[src/sv/ssrp_ram.sv]
// ----------------------------------------------------------------------------
// ssrp_ram
// Generic simple dual-port RAM, one write and one registered read per cycle.
// ----------------------------------------------------------------------------
module ssrp_ram #(
    parameter int WIDTH = 8,
    parameter int DEPTH = 64
) (
    input  logic                     clk,
    input  logic                     we,
    input  logic [$clog2(DEPTH)-1:0] waddr,
    input  logic [WIDTH-1:0]         wdata,
    input  logic [$clog2(DEPTH)-1:0] raddr,
    output logic [WIDTH-1:0]         rdata
);

    logic [WIDTH-1:0] mem [DEPTH];

    always_ff @(posedge clk)
    begin
        if (we)
        begin
            mem[waddr] <= wdata;
        end
        rdata <= mem[raddr];
    end

endmodule

[config.mk]
export PLATFORM = sky130hd
export DESIGN_NAME = ssrp_ram
export DESIGN_NICKNAME = d
export VERILOG_FILES = /design/src/sv/ssrp_ram.sv
export SDC_FILE = /design/constraint.sdc
export NUM_CORES = 1
export LEC_CHECK = 0
export ABC_AREA = 1
export ABC_CLOCK_PERIOD_IN_PS = 4530
export BUFFER_PORTS_ARGS = -buffer_cell sky130_fd_sc_hd__clkbuf_2
export CORE_MARGIN = 4
export CORE_UTILIZATION = 60
export CTS_BUF_LIST = sky130_fd_sc_hd__clkbuf_16
export CTS_CLUSTER_SIZE = 14
export DETAILED_ROUTE_END_ITERATION = 6
export PLACE_DENSITY = 0.76
export RECOVER_POWER = 100
export SLEW_MARGIN = 20
export SYNTH_ARGS = -nofsm -noshare
export SYNTH_HDL_FRONTEND = slang
export SYNTH_SLANG_ARGS = --single-unit
export TNS_END_PERCENT = 20
[constraint.sdc]
create_clock -name clk -period 4.53 [get_ports clk]
set_input_delay 0.906 -clock clk [delete_from_list [all_inputs] [get_ports clk]]
set_output_delay 0.906 -clock clk [all_outputs]
set_load 0.01 [all_outputs]
## After elaboration in Yosys (flattened, before gate mapping)

Memory sizes are Yosys's and may differ from the RTL's. A register that Yosys moved wholly into a read port is not among the register bits.
Index checks and enable logic that the tools add are counted.

- Register bits after elaboration: 0
- Memory bits (writable): 512
- Input port bits: 22
- Output and inout bits: 8
- Logic and storage cells: 3
- Memories: 1

Memories:

| name | depth | bits a word | read ports | clocked after memory_dff | write ports | RTL line | RTL |
|---|---|---|---|---|---|---|---|
| mem | 64 | 8 | 1 | 1 | 1 | 17 | `logic [WIDTH-1:0] mem [DEPTH];` |

- Mux-type cells: 2

Operator list:

| kind | number |
|---|---|
| 1-bit two-way mux | 2 |

## Longest topological paths before layout

Gate-level depths: netlist (run 1).

- Depth in word-level cells: 2
- Gate-level depth with buffers: 12
- Depth with buffers taken out: 9

## Least setup slack after synthesis (run 1)

Ideal clock, no wire load.

- Path kind: input to register
- Start: input port we
- End: memory mem[48][0] (enable)
- Library setup time: 395 ps
- Arrival time: 2277 ps
- Required time: 4135 ps
- Setup slack: 1858 ps
- Stages: 3
- Path buffers: 1
- Cells stage by stage: clkbuf_1 > nand4_1 > nor4_1

- Longest elaborated chain between the ends: 2

Ends and longest elaborated chain:

| what | RTL line | RTL |
|---|---|---|
| start, declared | 10 | `input logic we,` |
| 1-bit two-way mux | 21 | `if (we)` |
| 1-bit two-way mux (implied by the code) | 23 | `mem[waddr] <= wdata;` |
| end, declared | 17 |  |

No other way between the ends.

## Final worst setup path (run 1)

- Start: input port wdata[6]
- End: memory mem[16][6] (data pin)

RTL lines:

| what | RTL line | RTL |
|---|---|---|
| start, declared | 12 | `input logic [WIDTH-1:0] wdata,` |

No word-level cell before the write port.

==> results of run 1 <==
## per-stage QoR
step	instance area, um2	setup WS (ns)	instances	hold WS [ns]	utilization
2_1_floorplan	21300	1.86	1805	0.722	-
3_3_place_gp	21500	1.31	2204	0.793	0.618
3_5_place_dp	21500	1.19	2204	0.801	0.618
4_1_cts	23100	1.80	2298	0.790	0.665
5_1_grt	23100	0.863	2299	0.826	0.663
6_report	23100	0.988	2299	0.827	0.663
## area by class of cell
type	instances	area share
Tap cell	455	0.0247
Sequential cell	520	0.674
Timing Repair Buffer	57	0.0139
Clock inverter	41	0.0132
Antenna cell	1	0.000109
Clock buffer	53	0.0575
Multi-Input combinational cell	1160	0.215
Inverter	12	0.00217
## per-layer routing
layer  global-route usage  share of wire  routed length, um
met5                    0        0.00027                 14
met4               0.0904          0.032               1620
met3               0.0487           0.11               5480
met1                0.374           0.39              20000
met2                0.413           0.47              24000
## state kept, by name, indices dropped and copies added (netlist names)
signal and count:
mem 512, rdata 8
## worst register-to-register path: cells and delay by family, from the launching register on
family / cells / cell delay, ns
AND/OR/NAND/NOR: 8 / 1.01
flip-flops: 1 / 0.36
## layout by cell type (no fill, tap or decap)
cell type	netlist	routed
clkinv_2	0	9
edfxtp_1	512	512
inv_8	0	1
inv_1	10	27
nor2_1	56	56
dfxtp_1	8	8
clkbuf_1	15	34
inv_2	1	2
buf_4	14	11
buf_6	35	1
bufinv_16	0	5
nor4_1	8	8
clkbuf_16	0	53
clkbuf_2	0	8
nand3_1	439	439
clkinv_1	0	8
inv_6	1	1
nand4_1	9	9
diode_2	0	1
nand2_1	648	648
buf_12	0	3
## path summary, 6_finish.rpt
path | startpoint | to | slack [ns] | cells past startpoint
setup / recovery | wdata[6] | mem[16][6]$_DFFE_PP_ | 0.99 | 2
setup reg to reg | mem[49][5]$_DFFE_PP_ | rdata[5]$_DFF_P_ | 3.04 | 8
hold reg to reg | mem[6][0]$_DFFE_PP_ | rdata[0]$_DFF_P_ | 0.83 | 8
hold / removal | mem[6][0]$_DFFE_PP_ | rdata[0]$_DFF_P_ | 0.83 | 8
## power breakdown
part           switching [mW]  internal [mW]
registers              0.0153           5.33
clock network            1.72           2.39
logic                   0.462          0.137
total                    2.19           7.86
## cell families after synthesis
kind of cell | share of synthesized area
AND/OR/NAND/NOR | 0.232
flip-flops | 0.728
buffers and inverters | 0.0402
==> reports/results.ini, run 1 <==
[critical_path]
critPathMaxFanout=36
path_buf_inv=2
startpoint_type=primary input
cpMaxStageDelayCell=clkbuf_1
path_common_cell=clkbuf_1
critical_path_arrival_ns=3.70
cpPeakStageDelay_ns=1.56
worstPathCellList=clkbuf_1, clkbuf_1
path_class=in -> reg
worstSetupEndpointType=flop
required_ns=4.69
crit_family=buffers and inverters

[hold_path]
min_path_type=reg -> reg

[placement]
hpwl_mm=29.5
portBuffers=29
gp_congestion=0.949

[timing]
setup_tns_ns=0
relSlewSlack=-1.23
finClkSkew_ns=0.0119
rsz0062_at_grt=false
hold_viol=0
fin_crit_ns=3.54
period_share=0.782
slew_viol_final=394
finalSetupViolCount=0
fmax_mhz=282
tightestPinTransition_ns=3.35

[pwr]
ir_worst_vdd_v=0.000332
total_power_mw=10.0
leakage_nw=8.28
cellPowerDensity_nw_per_um2=436

[logic_synthesis]
ys_seq_area_frac=0.728
avgSynthCellArea_um2=11.8
async_flop_share=0
ys.flop_type=edfxtp_1
synth_area_leader_cell=edfxtp_1
synth_edf_count=512
synth_top_area_frac=0.720
netlist_area_um2=21300
synthTopCellsByCount=648 x nand2_1, 512 x edfxtp_1, 439 x nand3_1
synthTopCellsByArea=edfxtp_1 72%, nand2_1 11%, nand3_1 10%
yosysMostFrequentCell=nand2_1
synth-seq-cells=520
synth_fp_nets=1827
syn_inst=1805
yosys_warnings=0
yosysUniqueCellTypes=16

[grt]
grt_pass1_vias=13200
grt_max_degree=193
antenna_found_initial=2
grt_first_pass_wirelength_mm=77.1
grtUsageTotal=0.262
grt_overflow=0

[cells_and_area]
multi_input_area_um2=4950
drive_above_1_share=0.0510
seq_area_um2=15500
area_growth_pct=8.04
n_fill_cell=2433
final_nets=1823

[clock_tree]
hold_buffers=0
cts_buffers=50
postCtsSetupBuffers=0
cts.clk_slew.worst_paths_ns=0.06
htree_num_levels=2
ctsResizeCount=0
cts_root_buffer=clkbuf_16
cts_tree=yes
clk_path_buf_depth=3
clock_latency_ns=0.58
cts_sinks=520

[route]
num_vias=14000
wl_per_cell_um=22.2
routed_wl_mm=51.1
viasPerCell=6.09
drc=0
drt_iter0_markers=2023
first_pass_iters=6
antenna_left=0

[die]
chipHeight_um=197
initial_utilization=0.613
dieArea_um2=38600
rows=68
coreArea_um2=34800
die_w_um=197
io_pins=30

[status]
violations=capacitance limit, slew limit
status=finished with violations

[flow_run]
max-cap-violations=10

(Power assumes the default switching activity.)
==> run 2: changes to the inputs <==
ABC_AREA = 0   (was 1)
ABC_CLOCK_PERIOD_IN_PS = 3040   (was 4530)
CORE_UTILIZATION = 56   (was 60)
PLACE_DENSITY = 0.75   (was 0.76)
clock period = 3.04 ns   (was 4.53 ns; I/O delays follow)
==> run 2 against run 1 <==
  * The run still ends with capacitance limit, slew limit left
  * Register-to-register slack worse by 2.3 ns
  * Final cell count is 31% lower
  * Clock-buffer cell count stayed put
  * Design area is 1.0% lower
  * Total power is 46% higher
  * Synthesized cell count is 48% lower
  * Utilization is 2.1 points lower
  * Setup slack worse by 0.57 ns
  * Via count is 28% lower
  * Flip-flop and latch count stayed put
  * Clock power is 44% higher
  * Largest cell class unchanged
  * Highest routed layer is now met4
==> reports/results.ini, run 2 <==
[placement]
portBuffers=29
hpwl_mm=27.8
dp_slack_ns=-0.103
gp_congestion=0.838
placed_cell_area_um2=21600

[pwr]
leakage_nw=7.17
total_power_mw=14.6
ir_worst_vdd_v=0.000485
cellPowerDensity_nw_per_um2=641

[logic_synthesis]
avgSynthCellArea_um2=21.5
async_flop_share=0
synth-seq-cells=520
ys_seq_area_frac=0.770
synthTopCellsByArea=edfxtp_1 76%, mux4_2 14%, nor2_1 1.5%
netlist_area_um2=20200
yosysMostFrequentCell=edfxtp_1
yosys_warnings=0
ys.flop_type=edfxtp_1
synth_area_leader_cell=edfxtp_1
yosysUniqueCellTypes=40
synth_edf_count=512
synth_top_area_frac=0.762
syn_inst=940
synth_fp_nets=962
synthTopCellsByCount=512 x edfxtp_1, 126 x mux4_2, 83 x nor2_1

[cells_and_area]
largestRegisters=mem: 512 flops, rdata: 8 flops
final_nets=1103
finish.utilization=0.641
largest_register_ffs=512
final_common_cell=edfxtp_1
finalInstanceArea_um2=22800
mostFrequentLayoutCells=512 x edfxtp_1, 126 x mux4_2, 89 x clkbuf_1, 83 x nor2_1, 53 x clkbuf_16
diodes=0
largest-register=mem
area_growth_pct=13.1
drive_above_1_share=0.234

[timing]
rsz0062_at_grt=false
relSlewSlack=-0.0416
hold_viol=0
fin_crit_ns=2.62
whs_ns=0.587
period_share=0.863
tightestPinTransition_ns=1.56
fin_ws_ns=0.415
finalSetupViolCount=0
fmax_mhz=381
slew_viol_final=33
finClkSkew_ns=0.0113

[critical_path]
required_ns=3.46
path_common_cell=mux4_2
worstSetupEndpointType=flop
critical_path_arrival_ns=3.04
cpMaxStageDelayCell=mux4_2
path_buf_inv=3
startpoint_type=primary input
cpPeakStageDelay_ns=0.53
r2r_setup_slack_ns=0.78
path_class=in -> reg
critPathMaxFanout=28
r2r-end=rdata[4]$_DFF_P_
worstPathCellList=clkbuf_8, buf_12, clkbuf_1, mux4_2, mux4_2, o21ai_0, nand2_1
crit_family=multiplexers
worstReg2RegStart=mem[21][4]$_DFFE_PP_
reg2regPathDepth=5

[route]
drt_iter0_markers=1327
first_pass_iters=5
routed_wl_mm=45.1
viasPerCell=6.37
drc=0
antenna_left=0
wl_per_cell_um=28.5
num_vias=10100

[grt]
grt_pass1_vias=10400
grt_first_pass_wirelength_mm=67.6
grtUsageTotal=0.235
antenna_found_initial=0
grt_max_degree=65
grt_overflow=0

[hold_path]
min_path_type=in -> reg
hold_path_depth=2
min_to=mem[49][2]$_DFFE_PP_
worstHoldStart=waddr[1]

[clock_tree]
clk_path_buf_depth=3
cts_root_buffer=clkbuf_16
cts_tree=yes
cts_sinks=520
cts_buffers=50
cts.clk_slew.worst_paths_ns=0.06
postCtsSetupBuffers=0
hold_buffers=0
clock_latency_ns=0.56
ctsResizeCount=0
htree_num_levels=2

[die]
io_pins=30
die_w_um=198
initial_utilization=0.567
dieArea_um2=39100
rows=69
chipHeight_um=198
coreArea_um2=35600

[status]
violations=capacitance limit, slew limit
status=finished with violations

[flow_run]
max-cap-violations=1

==> run 2: how the worst max path moves through the flow <==
stage               startpoint                to  slack [ns]  cells after the start
detailed placement    raddr[0]  rdata[7]$_DFF_P_       -0.10                      7
floorplan             raddr[1]  rdata[3]$_DFF_P_        0.76                      7
global placement      raddr[0]  rdata[7]$_DFF_P_       -0.07                      7
CTS                   raddr[0]  rdata[7]$_DFF_P_        0.48                      7
global route          raddr[0]  rdata[7]$_DFF_P_        0.29                      7
finish                raddr[0]  rdata[7]$_DFF_P_        0.42                      7
==> run 2: metrics by stage <==
stage / TNS (ns) / std cells
final: 0 / 1581
after global routing: 0 / 1581
after CTS: 0 / 1581
after detailed placement: -0.103 / 1490
after global placement: -0.0666 / 1490
after floorplan: 0 / 940
==> run 2: worst register-to-register path: stages, from the launching register on <==
cell      delay [ns]
edfxtp_1        0.37
mux4_2          0.47
mux2_2          0.28
o221a_2         0.29
nor3_1          0.55
o32ai_1         0.17
==> run 2: metal layers <==
layer | global-route usage | up-vias | part of all wire | routed length (um)
li1 | - | 4200 | - | -
met1 | 0.347 | 5252 | 0.39 | 17600
met2 | 0.367 | 538 | 0.49 | 22200
met3 | 0.0468 | 77 | 0.091 | 4100
met4 | 0.0678 | 0 | 0.026 | 1180
met5 | 0 | - | 0 | 0
==> run 2: logic make-up after synthesis <==
logic type             after synthesis  synth area share
flip-flops                         520             0.770
multiplexers                       162             0.159
AO/OA/AOI/OAI                       54            0.0207
AND/OR/NAND/NOR                    153            0.0339
buffers and inverters               51            0.0157
==> run 2: layout make-up <==
class,instances,area (um2)
clock inverters,38,245
multi-input cells,369,4320
clock buffers,53,1330
flip-flops and latches,520,15500
repair buffers,140,818
fillers,2373,12800
well taps,461,577
==> run 2: report_power, final <==
part / switching, mW / internal, mW / leakage, nW
combinational: 0.462 / 0.298 / 1.67
sequential: 0.0272 / 7.94 / 4.67
clock: 2.52 / 3.38 / 0.828
total: 3.01 / 11.6 / 7.17
==> run 3: changes to the inputs <==
ABC_CLOCK_PERIOD_IN_PS = 2300   (was 3040)
CORE_UTILIZATION = 59   (was 56)
CTS_BUF_LIST = sky130_fd_sc_hd__clkbuf_4 sky130_fd_sc_hd__clkbuf_8   (was sky130_fd_sc_hd__clkbuf_16)
PLACE_DENSITY = 0.78   (was 0.75)
clock period = 2.3 ns   (was 3.04 ns; I/O delays follow)
==> run 3 against run 2 <==
  * The flow now finishes without violations
  * Flip-flop and latch count stayed put
  * Highest routed layer is now met5
  * Non-clock buffer count is 44 higher
  * Largest power group unchanged
  * Total power is 30% higher
  * Largest cell class unchanged
  * Sequential power is 32% higher
  * Worst hold slack worse by 0.18 ns
  * Register-to-register slack worse by 0.57 ns
  * Die area is 4.9% lower
  * Final cell count is 5.1% higher
==> reports/results.ini, run 3 (synthesis gave the netlist of run 2 again) <==
[status]
status=finished clean

[clock_tree]
postCtsSetupBuffers=0
cts_buffers=80
clock_latency_ns=0.59
cts.clk_slew.worst_paths_ns=0.06
hold_buffers=0
cts_sinks=520
clk_path_buf_depth=3
cts_root_buffer=clkbuf_8
ctsResizeCount=0
cts_tree=yes
htree_num_levels=3

[route]
first_pass_iters=6
wl_met3_mm=4.40
wl_met1_mm=16.8
wl_per_cell_um=26.5
viasPerCell=6.21
met2_length_mm=21.6
highest_layer=met5
antenna_left=0
drc=0
routed_wl_mm=44.0
drt_iter0_markers=1367
num_vias=10300

[grt]
grt_max_degree=65
grt_overflow=0
grtUsageTotal=0.246
grt_first_pass_wirelength_mm=66.5
grt_pass1_vias=10700
antenna_found_initial=2

[timing]
finClkSkew_ns=0.0248
fmax_mhz=479
period_share=0.907
hold_viol=0
slew_viol_final=0
fin_crit_ns=2.09
relSlewSlack=0.0246
rsz0062_at_grt=false
tightestPinTransition_ns=1.46
whs_ns=0.410
finalSetupViolCount=0

[critical_path]
required_ns=2.76
critPathMaxFanout=1
path_buf_inv=1
crit_family=compound AO/OA/AOI/OAI gates
path_class=reg -> reg
worstPathCellList=mux4_2, nor2b_1, a2111oi_0, buf_4, o41ai_1
startpoint_type=flop
critical_path_arrival_ns=2.54
worstSetupEndpointType=flop
cpMaxStageDelayCell=a2111oi_0
cpPeakStageDelay_ns=0.67

[pwr]
switchingPower_mw=3.99
switching_share=0.211
total_power_mw=18.9
leakage_nw=7.32
power_frac_seq=0.556
ir_worst_vdd_v=0.000456
cellPowerDensity_nw_per_um2=822
intPower_mw=15.0
pwr-share-comb=0.055
clockPowerShare=0.389

[die]
io_pins=30
coreArea_um2=33600
chipHeight_um=193
die_w_um=193
dieArea_um2=37200
rows=67
initial_utilization=0.600

[cells_and_area]
final_nets=1177
final_common_cell=edfxtp_1
finish.utilization=0.685
area_growth_pct=14.2
mostFrequentLayoutCells=512 x edfxtp_1, 126 x mux4_2, 98 x clkbuf_1, 86 x clkbuf_8, 83 x nor2_1
drive_above_1_share=0.285
largest_register_ffs=512
finalInstanceArea_um2=23000
largestRegisters=mem: 512 flops, rdata: 8 flops
largest-register=mem
diodes=0
n_fill_cell=2152

[placement]
placed_cell_area_um2=21900
portBuffers=29
gp_congestion=0.829
hpwl_mm=27.5

[hold_path]
min_path_type=in -> reg

[flow_run]
max-cap-violations=0

==> run 3: path summary, 6_finish.rpt <==
kind	end	startpoint	slack [ns]	cells after the start
setup / recovery	rdata[5]$_DFF_P_	mem[3][5]$_DFFE_PP_	0.21	5
hold / removal	rdata[0]$_DFF_P_	raddr[5]	0.41	3
setup reg to reg	rdata[5]$_DFF_P_	mem[3][5]$_DFFE_PP_	0.21	5
hold reg to reg	rdata[1]$_DFF_P_	mem[23][1]$_DFFE_PP_	0.85	4
==> run 3: metrics by stage <==
stage / setup WS [ns] / setup TNS (ns) / cells
6_report: 0.214 / 0 / 1662
5_1_grt: 0.147 / 0 / 1662
4_1_cts: 0.239 / 0 / 1662
3_5_place_dp: -0.354 / -1.86 / 1521
3_3_place_gp: -0.325 / -1.50 / 1521
2_1_floorplan: 0.172 / 0 / 940
==> run 3: worst reg2reg max path: cells and delay by family (launching register included) <==
family,cells,cell delay [ns]
DFF,1,0.36
buffers and inverters,1,0.24
muxes,1,0.49
AOI/OAI and AO/OA,2,0.74
and+or+nand+nor,1,0.15
==> run 3: final cells by class <==
class	count	area, um2	share of cell area
tap	448	561	0.0243
clock buffer	110	1360	0.0589
sequential	520	15500	0.674
timing repair buffer	184	1080	0.0471
multi-input combinational	369	4320	0.187
clock inverter	31	186	0.00809
==> run 3: power by group through the flow <==
stage / sequential, mW / combinational (mW) / clock [mW]
floorplan: 10.7 / 0.559 / 0
global placement: 10.7 / 1.03 / 0
detailed placement: 10.7 / 1.06 / 0
CTS: 10.5 / 1.07 / 7.48
global route: 10.5 / 1.10 / 7.98
finish: 10.5 / 1.04 / 7.37
==> run 3: layer usage <==
metal,track usage,vias up
met4,0.0724,4
met5,0,-
li1,-,4365
met2,0.390,570
met3,0.0608,104
met1,0.348,5286
